[src/sv/lncs_pkg.sv]
// Shared types, codes, constants and lookup functions of the LCD nibble command sequencer.
package lncs_pkg;

    // Command opcodes.
    localparam logic [2:0] OP_INIT   = 3'd0;
    localparam logic [2:0] OP_RAW    = 3'd1;
    localparam logic [2:0] OP_DATA   = 3'd2;
    localparam logic [2:0] OP_CURSOR = 3'd3;
    localparam logic [2:0] OP_CLEAR  = 3'd4;
    localparam logic [2:0] OP_HOME   = 3'd5;

    // Kinds of work handed from the front to the back.
    localparam logic [1:0] KIND_INIT  = 2'd0;
    localparam logic [1:0] KIND_SEND  = 2'd1;
    localparam logic [1:0] KIND_ERROR = 2'd2;

    // Extra waits added after the final write of a send.
    localparam logic [1:0] EXTRA_NONE  = 2'd0;
    localparam logic [1:0] EXTRA_DATA  = 2'd1;
    localparam logic [1:0] EXTRA_CLEAR = 2'd2;

    localparam logic [7:0] ENABLE_BIT    = 8'h04;
    localparam logic [7:0] CMD_SET_DDRAM = 8'h80;
    localparam logic [7:0] CMD_CLEAR     = 8'h01;
    localparam logic [7:0] CMD_HOME      = 8'h02;
    localparam logic [7:0] MAX_LINE      = 8'd3;

    localparam logic [15:0] WAIT_POWER_UP_US = 16'd50000;
    localparam logic [19:0] STEP_US          = 20'd50;
    localparam logic [19:0] EXTRA_DATA_US    = 20'd50;
    localparam logic [19:0] EXTRA_CLEAR_US   = 20'd2000;

    // Initialisation runs over fifteen nibbles: five single high nibbles and five full bytes.
    localparam logic [3:0] INIT_LAST_NIBBLE = 4'd14;

    typedef struct packed {
        logic [2:0] opcode;
        logic [7:0] value;
        logic       rs_flag;
        logic       rw_flag;
        logic       both_nibbles;
    } lncs_cmd_t;

    typedef struct packed {
        logic [7:0]  expander_byte;
        logic [15:0] wait_before_us;
        logic [19:0] wait_after_us;
        logic        error;
        logic        last;
    } lncs_res_t;

    // Classified command as it waits in the queue.
    typedef struct packed {
        logic [1:0] kind;
        logic [7:0] data;
        logic       rs;
        logic       rw;
        logic       two;
        logic [1:0] extra;
    } lncs_desc_t;

    typedef struct packed {
        logic full;
        logic head_valid;
    } lncs_qstat_t;

    function automatic logic [3:0] init_nibble(input logic [3:0] idx);
        logic [3:0] nib;
        unique case (idx)
            4'd0:    nib = 4'h0;
            4'd1:    nib = 4'h3;
            4'd2:    nib = 4'h3;
            4'd3:    nib = 4'h3;
            4'd4:    nib = 4'h2;
            4'd5:    nib = 4'h2;
            4'd6:    nib = 4'h8;
            4'd7:    nib = 4'h2;
            4'd8:    nib = 4'h8;
            4'd9:    nib = 4'h0;
            4'd10:   nib = 4'hF;
            4'd11:   nib = 4'h0;
            4'd12:   nib = 4'h1;
            4'd13:   nib = 4'h0;
            4'd14:   nib = 4'h6;
            default: nib = 4'h0;
        endcase
        return nib;
    endfunction

    function automatic logic [19:0] init_extra(input logic [3:0] idx);
        logic [19:0] us;
        unique case (idx)
            4'd0:    us = 20'd1000000;
            4'd1:    us = 20'd4500;
            4'd2:    us = 20'd4500;
            4'd3:    us = 20'd150;
            default: us = 20'd0;
        endcase
        return us;
    endfunction

    function automatic logic [7:0] line_addr(input logic [1:0] line);
        logic [7:0] addr;
        unique case (line)
            2'd0:    addr = 8'h00;
            2'd1:    addr = 8'h40;
            2'd2:    addr = 8'h14;
            default: addr = 8'h54;
        endcase
        return addr;
    endfunction

endpackage

[src/sv/lncs_chan_if.sv]
// Valid/ready channel interface carrying one payload word.
interface lncs_chan_if #(
    parameter type payload_t = logic
) ();
    logic     valid;
    logic     ready;
    payload_t data;

    modport source (output valid, output data, input ready);
    modport sink (input valid, input data, output ready);
endinterface

[src/sv/lncs_front.sv]
// Front end: accepts command words and classifies them for the queue.
module lncs_front (
    lncs_chan_if.sink          cmd,
    input  lncs_pkg::lncs_qstat_t qstat,
    output logic               push,
    output lncs_pkg::lncs_desc_t push_desc
);
    import lncs_pkg::*;

    logic keep;

    assign cmd.ready = !qstat.full;

    always_comb
    begin
        keep      = 1'b1;
        push_desc = '0;
        unique case (cmd.data.opcode)
            OP_INIT:
            begin
                push_desc.kind = KIND_INIT;
            end
            OP_RAW:
            begin
                push_desc.kind = KIND_SEND;
                push_desc.data = cmd.data.value;
                push_desc.rs   = cmd.data.rs_flag;
                push_desc.rw   = cmd.data.rw_flag;
                push_desc.two  = cmd.data.both_nibbles;
            end
            OP_DATA:
            begin
                push_desc.kind  = KIND_SEND;
                push_desc.data  = cmd.data.value;
                push_desc.rs    = 1'b1;
                push_desc.two   = 1'b1;
                push_desc.extra = EXTRA_DATA;
            end
            OP_CURSOR:
            begin
                if (cmd.data.value > MAX_LINE)
                begin
                    push_desc.kind = KIND_ERROR;
                end
                else
                begin
                    push_desc.kind = KIND_SEND;
                    push_desc.data = CMD_SET_DDRAM | line_addr(cmd.data.value[1:0]);
                    push_desc.two  = 1'b1;
                end
            end
            OP_CLEAR:
            begin
                push_desc.kind  = KIND_SEND;
                push_desc.data  = CMD_CLEAR;
                push_desc.two   = 1'b1;
                push_desc.extra = EXTRA_CLEAR;
            end
            OP_HOME:
            begin
                push_desc.kind  = KIND_SEND;
                push_desc.data  = CMD_HOME;
                push_desc.two   = 1'b1;
                push_desc.extra = EXTRA_CLEAR;
            end
            default:
            begin
                keep = 1'b0;
            end
        endcase
    end

    assign push = cmd.valid && cmd.ready && keep;

endmodule

[src/sv/lncs_queue.sv]
// Short queue of classified commands between the front and the back.
module lncs_queue #(
    parameter int DEPTH = 2
) (
    input  logic                  clk,
    input  logic                  rst_n,
    input  logic                  push,
    input  lncs_pkg::lncs_desc_t  push_desc,
    input  logic                  pop,
    output lncs_pkg::lncs_qstat_t qstat,
    output lncs_pkg::lncs_desc_t  head_desc
);
    import lncs_pkg::*;

    localparam int AW = (DEPTH > 1) ? $clog2(DEPTH) : 1;
    localparam int CW = $clog2(DEPTH + 1);

    lncs_desc_t    slots_reg [DEPTH];
    logic [AW-1:0] wr_ptr_reg, wr_ptr_next;
    logic [AW-1:0] rd_ptr_reg, rd_ptr_next;
    logic [CW-1:0] count_reg, count_next;

    always_comb
    begin
        wr_ptr_next = wr_ptr_reg;
        rd_ptr_next = rd_ptr_reg;
        count_next  = count_reg;
        if (push)
        begin
            wr_ptr_next = (wr_ptr_reg == AW'(DEPTH - 1)) ? '0 : wr_ptr_reg + AW'(1);
        end
        if (pop)
        begin
            rd_ptr_next = (rd_ptr_reg == AW'(DEPTH - 1)) ? '0 : rd_ptr_reg + AW'(1);
        end
        if (push && !pop)
        begin
            count_next = count_reg + CW'(1);
        end
        else if (pop && !push)
        begin
            count_next = count_reg - CW'(1);
        end
    end

    always_ff @(posedge clk or negedge rst_n)
    begin
        if (!rst_n)
        begin
            wr_ptr_reg <= '0;
            rd_ptr_reg <= '0;
            count_reg  <= '0;
        end
        else
        begin
            wr_ptr_reg <= wr_ptr_next;
            rd_ptr_reg <= rd_ptr_next;
            count_reg  <= count_next;
        end
    end

    always_ff @(posedge clk)
    begin
        if (push)
        begin
            slots_reg[wr_ptr_reg] <= push_desc;
        end
    end

    assign head_desc        = slots_reg[rd_ptr_reg];
    assign qstat.full       = (count_reg == CW'(DEPTH));
    assign qstat.head_valid = (count_reg != '0);

    a_count_bound: assert property (@(posedge clk) disable iff (!rst_n)
        count_reg <= CW'(DEPTH))
        else $error("queue count beyond depth");

    a_no_push_full: assert property (@(posedge clk) disable iff (!rst_n)
        qstat.full |-> !push)
        else $error("push into a full queue");

    a_no_pop_empty: assert property (@(posedge clk) disable iff (!rst_n)
        !qstat.head_valid |-> !pop)
        else $error("pop from an empty queue");

endmodule

[src/sv/lncs_back.sv]
// Back end: steps through the nibbles and enable phases of the head command.
module lncs_back (
    input  logic                  clk,
    input  logic                  rst_n,
    input  logic                  backlight,
    input  lncs_pkg::lncs_qstat_t qstat,
    input  lncs_pkg::lncs_desc_t  head_desc,
    output logic                  pop,
    lncs_chan_if.source           res
);
    import lncs_pkg::*;

    logic [3:0] nib_idx_reg, nib_idx_next;
    logic [1:0] phase_reg, phase_next;
    logic       out_valid_reg, out_valid_next;
    lncs_res_t  out_reg, out_next;

    logic       advance;
    logic       is_init;
    logic       final_nib;
    logic [3:0] nib;
    logic [7:0] base;
    logic [19:0] extra_us;

    assign advance = !out_valid_reg || res.ready;
    assign is_init = (head_desc.kind == KIND_INIT);

    always_comb
    begin
        if (is_init)
        begin
            nib       = init_nibble(nib_idx_reg);
            final_nib = (nib_idx_reg == INIT_LAST_NIBBLE);
            extra_us  = init_extra(nib_idx_reg);
        end
        else
        begin
            nib       = (nib_idx_reg == 4'd0) ? head_desc.data[7:4] : head_desc.data[3:0];
            final_nib = head_desc.two ? (nib_idx_reg == 4'd1) : (nib_idx_reg == 4'd0);
            unique case (head_desc.extra)
                EXTRA_DATA:  extra_us = final_nib ? EXTRA_DATA_US : 20'd0;
                EXTRA_CLEAR: extra_us = final_nib ? EXTRA_CLEAR_US : 20'd0;
                default:     extra_us = 20'd0;
            endcase
        end
        base = {nib, backlight, 1'b0, head_desc.rw && !is_init, head_desc.rs && !is_init};
    end

    always_comb
    begin
        nib_idx_next   = nib_idx_reg;
        phase_next     = phase_reg;
        out_valid_next = out_valid_reg;
        out_next       = out_reg;
        pop            = 1'b0;
        if (advance)
        begin
            out_valid_next = qstat.head_valid;
            if (qstat.head_valid)
            begin
                if (head_desc.kind == KIND_ERROR)
                begin
                    out_next       = '0;
                    out_next.error = 1'b1;
                    out_next.last  = 1'b1;
                    pop            = 1'b1;
                end
                else
                begin
                    out_next.expander_byte  = (phase_reg == 2'd1) ? (base | ENABLE_BIT) : base;
                    out_next.wait_before_us = (is_init && nib_idx_reg == 4'd0
                                               && phase_reg == 2'd0) ? WAIT_POWER_UP_US : 16'd0;
                    out_next.wait_after_us  = STEP_US + ((phase_reg == 2'd2) ? extra_us : 20'd0);
                    out_next.error          = 1'b0;
                    out_next.last           = (phase_reg == 2'd2) && final_nib;
                    if (phase_reg == 2'd2)
                    begin
                        phase_next = 2'd0;
                        if (final_nib)
                        begin
                            nib_idx_next = 4'd0;
                            pop          = 1'b1;
                        end
                        else
                        begin
                            nib_idx_next = nib_idx_reg + 4'd1;
                        end
                    end
                    else
                    begin
                        phase_next = phase_reg + 2'd1;
                    end
                end
            end
        end
    end

    always_ff @(posedge clk or negedge rst_n)
    begin
        if (!rst_n)
        begin
            nib_idx_reg   <= 4'd0;
            phase_reg     <= 2'd0;
            out_valid_reg <= 1'b0;
        end
        else
        begin
            nib_idx_reg   <= nib_idx_next;
            phase_reg     <= phase_next;
            out_valid_reg <= out_valid_next;
        end
    end

    always_ff @(posedge clk)
    begin
        out_reg <= out_next;
    end

    assign res.valid = out_valid_reg;
    assign res.data  = out_reg;

    a_error_is_last: assert property (@(posedge clk) disable iff (!rst_n)
        (res.valid && res.data.error) |-> (res.data.last && res.data.expander_byte == 8'h00))
        else $error("error word not a lone last word");

    a_phase_range: assert property (@(posedge clk) disable iff (!rst_n)
        phase_reg != 2'd3)
        else $error("enable phase out of range");

    a_nib_range: assert property (@(posedge clk) disable iff (!rst_n)
        nib_idx_reg <= INIT_LAST_NIBBLE)
        else $error("nibble index out of range");

endmodule

[src/sv/lcd_nibble_command_sequencer.sv]
// Top level of the LCD nibble command sequencer: front end, queue and back end.
//
// Drives a character LCD in 4-bit mode through an I/O expander. Each word on
// the cmd channel is one LCD command; the res channel gives the expander
// bytes for it, one word per expander write, with the waits in microseconds
// to insert before and after the write, and last set on the final word of
// the command. The cfg channel writes the backlight bit; it is always ready.
//
// An accepted command is written into the queue; the back end builds its
// result words from the queue head into the registered output word: six
// words for most commands, three for a raw high nibble alone, one for a
// cursor line out of range and 45 for initialisation. Opcodes six and
// seven are dropped without a result. The back end sets the rate, one
// expander write per cycle from the queue head while the receiver is ready.
//
// When the receiver stalls, the registered result word holds and the back
// end waits; the front end keeps taking commands until the queue is full.
// Reset empties the queue, clears the output and sets the backlight bit.
module lcd_nibble_command_sequencer #(
    parameter int QUEUE_DEPTH = 2
) (
    input logic         clk,
    input logic         rst_n,
    lncs_chan_if.sink   cmd,
    lncs_chan_if.source res,
    lncs_chan_if.sink   cfg
);
    import lncs_pkg::*;

    // The backlight register; the user must write configuration only while
    // idle, which the block does not enforce, so the back end may read it live.
    logic backlight_reg;

    lncs_qstat_t qstat;
    lncs_desc_t  push_desc;
    lncs_desc_t  head_desc;
    logic        push;
    logic        pop;

    assign cfg.ready = 1'b1;

    always_ff @(posedge clk or negedge rst_n)
    begin
        if (!rst_n)
        begin
            backlight_reg <= 1'b1;
        end
        else if (cfg.valid && cfg.ready)
        begin
            backlight_reg <= cfg.data;
        end
    end

    // The front end classifies each command word into a compact description.
    lncs_front u_front (
        .cmd       (cmd),
        .qstat     (qstat),
        .push      (push),
        .push_desc (push_desc)
    );

    // The queue lets the front accept while the back is still sending.
    lncs_queue #(
        .DEPTH (QUEUE_DEPTH)
    ) u_queue (
        .clk       (clk),
        .rst_n     (rst_n),
        .push      (push),
        .push_desc (push_desc),
        .pop       (pop),
        .qstat     (qstat),
        .head_desc (head_desc)
    );

    // The back end works straight from the queue head and pops it with the
    // last word, so commands follow each other without a gap.
    lncs_back u_back (
        .clk       (clk),
        .rst_n     (rst_n),
        .backlight (backlight_reg),
        .qstat     (qstat),
        .head_desc (head_desc),
        .pop       (pop),
        .res       (res)
    );

endmodule

[src/flat_wrapper.sv]
// flat-port wrapper written by rule: the top's interface ports become plain ports
module lcd_nibble_command_sequencer_flat import lncs_pkg::*;
#(
    parameter int QUEUE_DEPTH = 2
)
  (clk, rst_n, cmd_valid, cmd_data, cmd_ready, res_valid, res_data, res_ready, cfg_valid, cfg_data, cfg_ready);
  lncs_chan_if #(.payload_t(lncs_cmd_t)) cmd_i ();
  lncs_chan_if #(.payload_t(lncs_res_t)) res_i ();
  lncs_chan_if #(.payload_t(logic)) cfg_i ();
  input logic clk;
  input logic rst_n;
  input wire logic [$bits(cmd_i.valid)-1:0] cmd_valid;
  input wire logic [$bits(cmd_i.data)-1:0] cmd_data;
  output wire logic [$bits(cmd_i.ready)-1:0] cmd_ready;
  output wire logic [$bits(res_i.valid)-1:0] res_valid;
  output wire logic [$bits(res_i.data)-1:0] res_data;
  input wire logic [$bits(res_i.ready)-1:0] res_ready;
  input wire logic [$bits(cfg_i.valid)-1:0] cfg_valid;
  input wire logic [$bits(cfg_i.data)-1:0] cfg_data;
  output wire logic [$bits(cfg_i.ready)-1:0] cfg_ready;
  assign cmd_i.valid = cmd_valid;
  assign cmd_i.data = cmd_data;
  assign cmd_ready = cmd_i.ready;
  assign res_valid = res_i.valid;
  assign res_data = res_i.data;
  assign res_i.ready = res_ready;
  assign cfg_i.valid = cfg_valid;
  assign cfg_i.data = cfg_data;
  assign cfg_ready = cfg_i.ready;
  lcd_nibble_command_sequencer #(.QUEUE_DEPTH(QUEUE_DEPTH)) u_core (.clk(clk), .rst_n(rst_n), .cmd(cmd_i), .res(res_i), .cfg(cfg_i));
endmodule
[config.mk]
export PLATFORM = sky130hd
export DESIGN_NAME = lcd_nibble_command_sequencer_flat
export DESIGN_NICKNAME = d
export VERILOG_FILES = /design/src/sv/lncs_pkg.sv /design/src/sv/lncs_chan_if.sv /design/src/sv/lncs_front.sv /design/src/sv/lncs_queue.sv /design/src/sv/lncs_back.sv /design/src/sv/lcd_nibble_command_sequencer.sv /design/src/flat_wrapper.sv
export SDC_FILE = /design/constraint.sdc
export NUM_CORES = 1
export LEC_CHECK = 0
export ABC_AREA = 1
export BUFFER_PORTS_ARGS = -buffer_cell sky130_fd_sc_hd__buf_2
export CAP_MARGIN = 10
export CORE_MARGIN = 3
export CORE_UTILIZATION = 30
export CTS_BUF_LIST = sky130_fd_sc_hd__clkbuf_4
export CTS_CLUSTER_SIZE = 14
export DETAILED_ROUTE_END_ITERATION = 7
export HOLD_SLACK_MARGIN = 0.08
export MAX_ROUTING_LAYER = met4
export SYNTH_ARGS = -nofsm -noshare
export SYNTH_HDL_FRONTEND = slang
export SYNTH_SLANG_ARGS = --single-unit
[constraint.sdc]
create_clock -name clk -period 2.4 [get_ports clk]
set_input_delay 0.12 -clock clk [delete_from_list [all_inputs] [get_ports clk]]
set_output_delay 0.12 -clock clk [all_outputs]
set_load 0.03 [all_outputs]
# Word-level counts from Yosys, hierarchy flattened
# Memories as Yosys holds them, arrays and structs flattened.
# Index checks and enable logic that the tools add are counted.
[word_totals]
memories = 2
romBits = 64
output_inout_bits = 49
ram_bits = 30
ff_bits = 58
[mem_list]
columns = ["name", "depth", "word_bits", "rd", "rd_clocked_by_memory_dff", "write_ports", "line", "text"]
rows = [
  ["(name not given)", 16, 4, 1, 0, 0, "lncs_pkg.sv:69", "unique case (idx)"],
  ["u_core.u_queue.slots_reg", 2, 15, 1, 0, 1, "lncs_queue.sv:18", "lncs_desc_t slots_reg [DEPTH];"],
]
[classes]
n_addsub = 7
eq_ne = 17
reduce_logical = 31
n_lt_le_gt_ge = 1
mux = 37
bitwise = 1
[ops]
columns = ["cell", "n"]
rows = [
  ["20-bit one-hot mux with 3 select lines", 1],
  ["20-bit 2-to-1 mux", 2],
  ["8-bit one-hot mux with 4 select lines", 1],
  ["11-bit one-hot mux with 2 select lines", 1],
  ["7-bit one-hot mux with 3 select lines", 1],
  ["6-bit by 20-bit adder with 20-bit output (first input constant)", 1],
  ["16-bit 2-to-1 mux", 1],
  ["1-bit 2-to-1 mux", 14],
  ["4-bit 2-to-1 mux", 3],
  ["11-bit 2-to-1 mux", 1],
  ["2-bit equality test (second input constant)", 5],
  ["2-bit 2-to-1 mux", 5],
  ["1-bit logical AND", 9],
  ["4-bit by 2-bit equality test with 1-bit output (second input constant)", 2],
  ["8-bit by 2-bit greater-than comparator with 1-bit output (second input constant)", 1],
  ["8-bit 2-to-1 mux", 1],
  ["2-bit one-hot mux with 2 select lines", 2],
  ["2-bit by 1-bit equality test with 1-bit output (second input constant)", 3],
  ["3-bit by 2-bit equality test with 1-bit output (second input constant)", 2],
  ["3-bit equality test (second input constant)", 2],
  ["2-bit logical NOT", 3],
  ["6-bit 2-to-1 mux", 1],
  ["2-bit OR reduction", 3],
  ["6-bit OR reduction", 1],
  ["other kinds (21)", 28],
]

# Logic depth before layout (Yosys ltp)
[logic_depth]
depth_word = 11
ltp_mapped = 19

# By module
# A second synthesis with hierarchy kept.
[unflattened]
cells_unflattened = 331
area_unflattened_um2 = 3519.6
[modules_own_cells]
columns = ["module", "seq_area_each_um2", "cells_each", "area_per_inst_um2", "n_inst"]
rows = [
  ["lncs_back", 895.9, 202, 1886.8, 1],
  ["lncs_queue", 1001.0, 72, 1341.3, 1],
  ["lncs_front", 0.0, 50, 239.0, 1],
  ["lcd_nibble_command_sequencer", 26.3, 7, 52.6, 1],
]

# Worst setup path after synthesis
# OpenSTA, ideal clock, no wires.
[synth_path]
path_type = "register to register"
from = "register u_core.u_queue.rd_ptr_reg"
to = "register u_core.u_back.out_reg, in the netlist u_core.u_back.res.data[10] (data pin)"
arrival_time_ns = 2.460
stages_incl_launch_ff = 19
period_less_slack_ns = 2.598
slack_ns = -0.198
cell_sequence = "dfrtp_1 > buf_6 > inv_8 > clkbuf_1 > or2_2 > o21ai_0 > inv_1 > ha_1 > nor2_1 > nand3_1 > nand2_1 > nand2_1 > nand2_1 > inv_1 > ha_1 > inv_1 > nand3_1 > o21a_1 > nor2_1"
[synth_via]
elab_chain_cells = 7
[synth_rtl]
columns = ["item", "line", "text"]
rows = [
  ["start, declared", "lncs_queue.sv:20", "logic [AW-1:0] rd_ptr_reg, rd_ptr_next;"],
  ["start signal, assigned", "lncs_queue.sv:57", "rd_ptr_reg <= rd_ptr_next;"],
  ["memory read 2 x 15 bit *", "--", ""],
  ["1-bit 2-to-1 mux", "lncs_back.sv:39", "final_nib = head_desc.two ? (nib_idx_reg == 4'd1) : (nib_idx_reg == 4'd0);"],
  ["6-bit 2-to-1 mux / 11-bit 2-to-1 mux (equally long branches)", "lncs_back.sv:41, lncs_back.sv:42", ""],
  ["11-bit one-hot mux with 2 select lines", "lncs_back.sv:40", "unique case (head_desc.extra)"],
  ["20-bit 2-to-1 mux", "lncs_back.sv:30", "if (is_init)"],
  ["20-bit 2-to-1 mux", "lncs_back.sv:73", "out_next.wait_after_us = STEP_US + ((phase_reg == 2'd2) ? extra_us : 20'd0);"],
  ["6-bit by 20-bit adder with 20-bit output", "lncs_back.sv:73", ""],
  ["end signal, assigned", "lncs_back.sv:116", "out_reg <= out_next;"],
  ["end, declared", "lncs_back.sv:16", "lncs_res_t out_reg, out_next;"],
]
# Every way passes the cells marked *; elsewhere a longest branch is shown, timed or not.
# A chain may end at the register's enable or synchronous reset.

# Worst setup path in the final report
# Ends and elaborated chain as after synthesis.

==> run metrics <==
status finished clean; CP Depth 13; Top FF cell, synth edfxtp_1; Gate Count Post-Synth 356; clk sink count between 60 and 70; fin cells 580; global routing usage on met2 0.182; total wire length roughly 6900 um; post-synthesis cell type count 42; CTS root buf clkbuf_4; number of flip-flops in the largest register 30; CP max stage delay roughly 0.48 ns; syn_area_per_cell around 10 um2; data required time of the critical path ~2.6 ns; Clock Latency Late Sink 0.42 ns; hpwl dp just over 5000 um; Slew Limit Fails 0; commonest non-fill, non-tap cell in the layout nand2_1; leak pwr about 2.0 nW; CP top delay family buffers and inverters; reg2reg end u_core.u_back.res.data[10]$_SDFFCE_PP0P_; power density cells around 1200 nW/um2; placed insts about 550; CP Launch Point u_core.u_queue.rd_ptr_reg$_DFFE_PN0P_; DR pass1 iterations 4; Critical Path Sink Type register; YS warnings 0; post-synth top area share 0.463; Clock transition at path regs around 0.11 ns; highest-count cells in the layout ignoring fill and taps nand2_1 (63), buf_2 (54), edfxtp_1 (54); antenna violations before repair 0; final layout net count between 400 and 500; global-route wire length before repair approximately 12000 um; crit path buf inv count 5; CTS tree built; Slew headroom 0.663; DRC viols 0; chip height 114 um; Final Util 0.383; GPL Wtd Cong 0.936; Final Hold Viols 0; xor/xnor share of the synthesized area 0.00750; # Max-Cap Violations 0; crit start category register; clock buffer depth 2; Post-synth EDFFs 54; most used cell, CP buf_4; CP Max Fanout 8; met1 Usage GRT 0.141; met3 usage in global routing 0.0345; global route hottest layer met2; die area 13000 um2; Site Rows 38; DR vias 2486; htree depth 3; gr usage total 0.117; final period utilization 0.962; sequential area share after synthesis 0.549; synth top area cells edfxtp_1 (46%), dfrtp_1 (7.9%), nand2_1 (7.2%); core area about 11000 um2; CP endpoint u_core.u_back.res.data[10]$_SDFFCE_PP0P_; post-synth top area cell edfxtp_1; simple-gate share of the synthesized area 0.221; I/O Buffers between 50 and 60; Sum Neg Setup Slack 0 ns; FF-to-FF Start u_core.u_queue.rd_ptr_reg$_DFFE_PN0P_; FF-to-FF setup slack ~0.090 ns; fmax between 0.4 and 0.5 GHz; Worst R2R Path Depth 13; crit path DAT about 2.5 ns; crit-path cells buf_8, o21ai_4, inv_2, ha_4, nor2_4, buf_4, buf_4, buf_4, nand2_1, nor2_4, nor2_2, o21a_1, nor2_1; Overflow after GRT 0; Slew @ Worst Pin about 0.50 ns; largest net degree at the start of global routing 26; area delta synth->final 21.6%; slowest stage cell, crit path dfrtp_2; number of buffers created by CTS 9; ANT nets after route 0; number of synthesized register bits between 60 and 70; vias per cell between 4 and 5; Final min period around 2.3 ns; Synth Area in Compound Gates 0.0572; die width 114 um; post-DR wirelength/cell ~12 um; # setup viols final 0; num ports between 60 and 70; mux cell area share after synthesis 0; vias in the first global route approximately 2400; DR iter-0 viols roughly 120; async set-reset flop share out of synthesis 0.182; critical path class register to register; worst IR drop on VDD ~850 uV; ANT cells 0; Post-Synth Adder-Cell Area 0.0357; Setup Skew roughly 0.017 ns; share of layout cells above drive strength 1 0.295; mapped cell area approximately 3500 um2; Initial Utilization 0.315; worst min path class input pin to async pin; largest family of logic cells by synthesized area simple AND/OR/NAND/NOR gates
==> stage by stage <==
step | hold slack [ns] | instance area, um2 | power [W] | setup slack [ns]
final | 0.116 | 4260 | 0.00525 | 0.0901
after CTS | 0.105 | 4200 | 0.00519 | 0.00300
after detailed placement | 0.0365 | 3890 | 0.00449 | -0.0173
after global placement | 0.0382 | 3890 | 0.00445 | 0.112
after global routing | 0.111 | 4260 | 0.00568 | -0.0250
after floorplan | -0.176 | 3580 | 0.00391 | 0.00624
==> synthesized netlist by cell type, types with 4 or more instances <==
library cell / count
nand2_1: 67
inv_1: 55
edfxtp_1: 54
nor2_1: 32
buf_4: 24
o21ai_0: 19
nand3_1: 17
dfrtp_1: 11
ha_1: 10
a21oi_1: 6
nand2_2: 6
nand2_4: 5
nor3_1: 5
nand4_1: 4
nor2_4: 4
==> metal layers <==
| metal | vias up | share of wire | wire length, um |
|---|---|---|---|
| met2 | 78 | 0.47 | 3260 |
| li1 | 1281 | - | - |
| met5 | - | 0 | 0 |
| met3 | 12 | 0.062 | 427 |
| met4 | 0 | 0.020 | 137 |
| met1 | 1115 | 0.44 | 3070 |
==> final cells by class <==
class | count | area, um2
Clock buffer | 10 | 75.1
Clock inverter | 6 | 42.5
Fill cell | 1118 | 6870
Inverter | 60 | 241
Multi-Input combinational cell | 214 | 1260
Sequential cell | 66 | 1920
Tap cell | 140 | 175
Timing Repair Buffer | 84 | 543
==> how the worst min path moves through the flow <==
stage | from | end | slack [ns]
floorplan | rst_n | u_core.u_back.nib_idx_reg[0]$_DFFE_PN0P_ | -0.18
global route | rst_n | u_core.u_back.res.valid$_DFFE_PN0N_ | 0.11
CTS | rst_n | u_core.u_back.res.valid$_DFFE_PN0N_ | 0.11
finish | rst_n | u_core.u_back.res.valid$_DFFE_PN0N_ | 0.12
detailed placement | rst_n | u_core.u_back.phase_reg[0]$_DFFE_PN0P_ | 0.04
global placement | rst_n | u_core.u_back.res.valid$_DFFE_PN0N_ | 0.04
==> power breakdown <==
group	switching (W)	total [W]	internal, W
clock	0.000411	0.000636	0.000225
sequential	0.000194	0.00192	0.00172
combinational	0.00184	0.00269	0.000857
==> what timing repair did <==
action | in CTS | in global routing
setup buffers | 3 | 0
pin swaps | 1 | 2
setup endpoints to repair | 3 | 6
hold buffers | 16 | 0
gates cloned | 0 | 0
gates resized for setup | 3 | 14
endpoints found under the hold margin | 34 | 0
==> cell families after synthesis <==
family	count (synthesis)
other cells	2
flops	66
simple gates	151
xor+xnor	3
fa+ha+maj	10
compound gates	36
buf+inv	88
No activity file was read; power rests on OpenSTA's default activity.
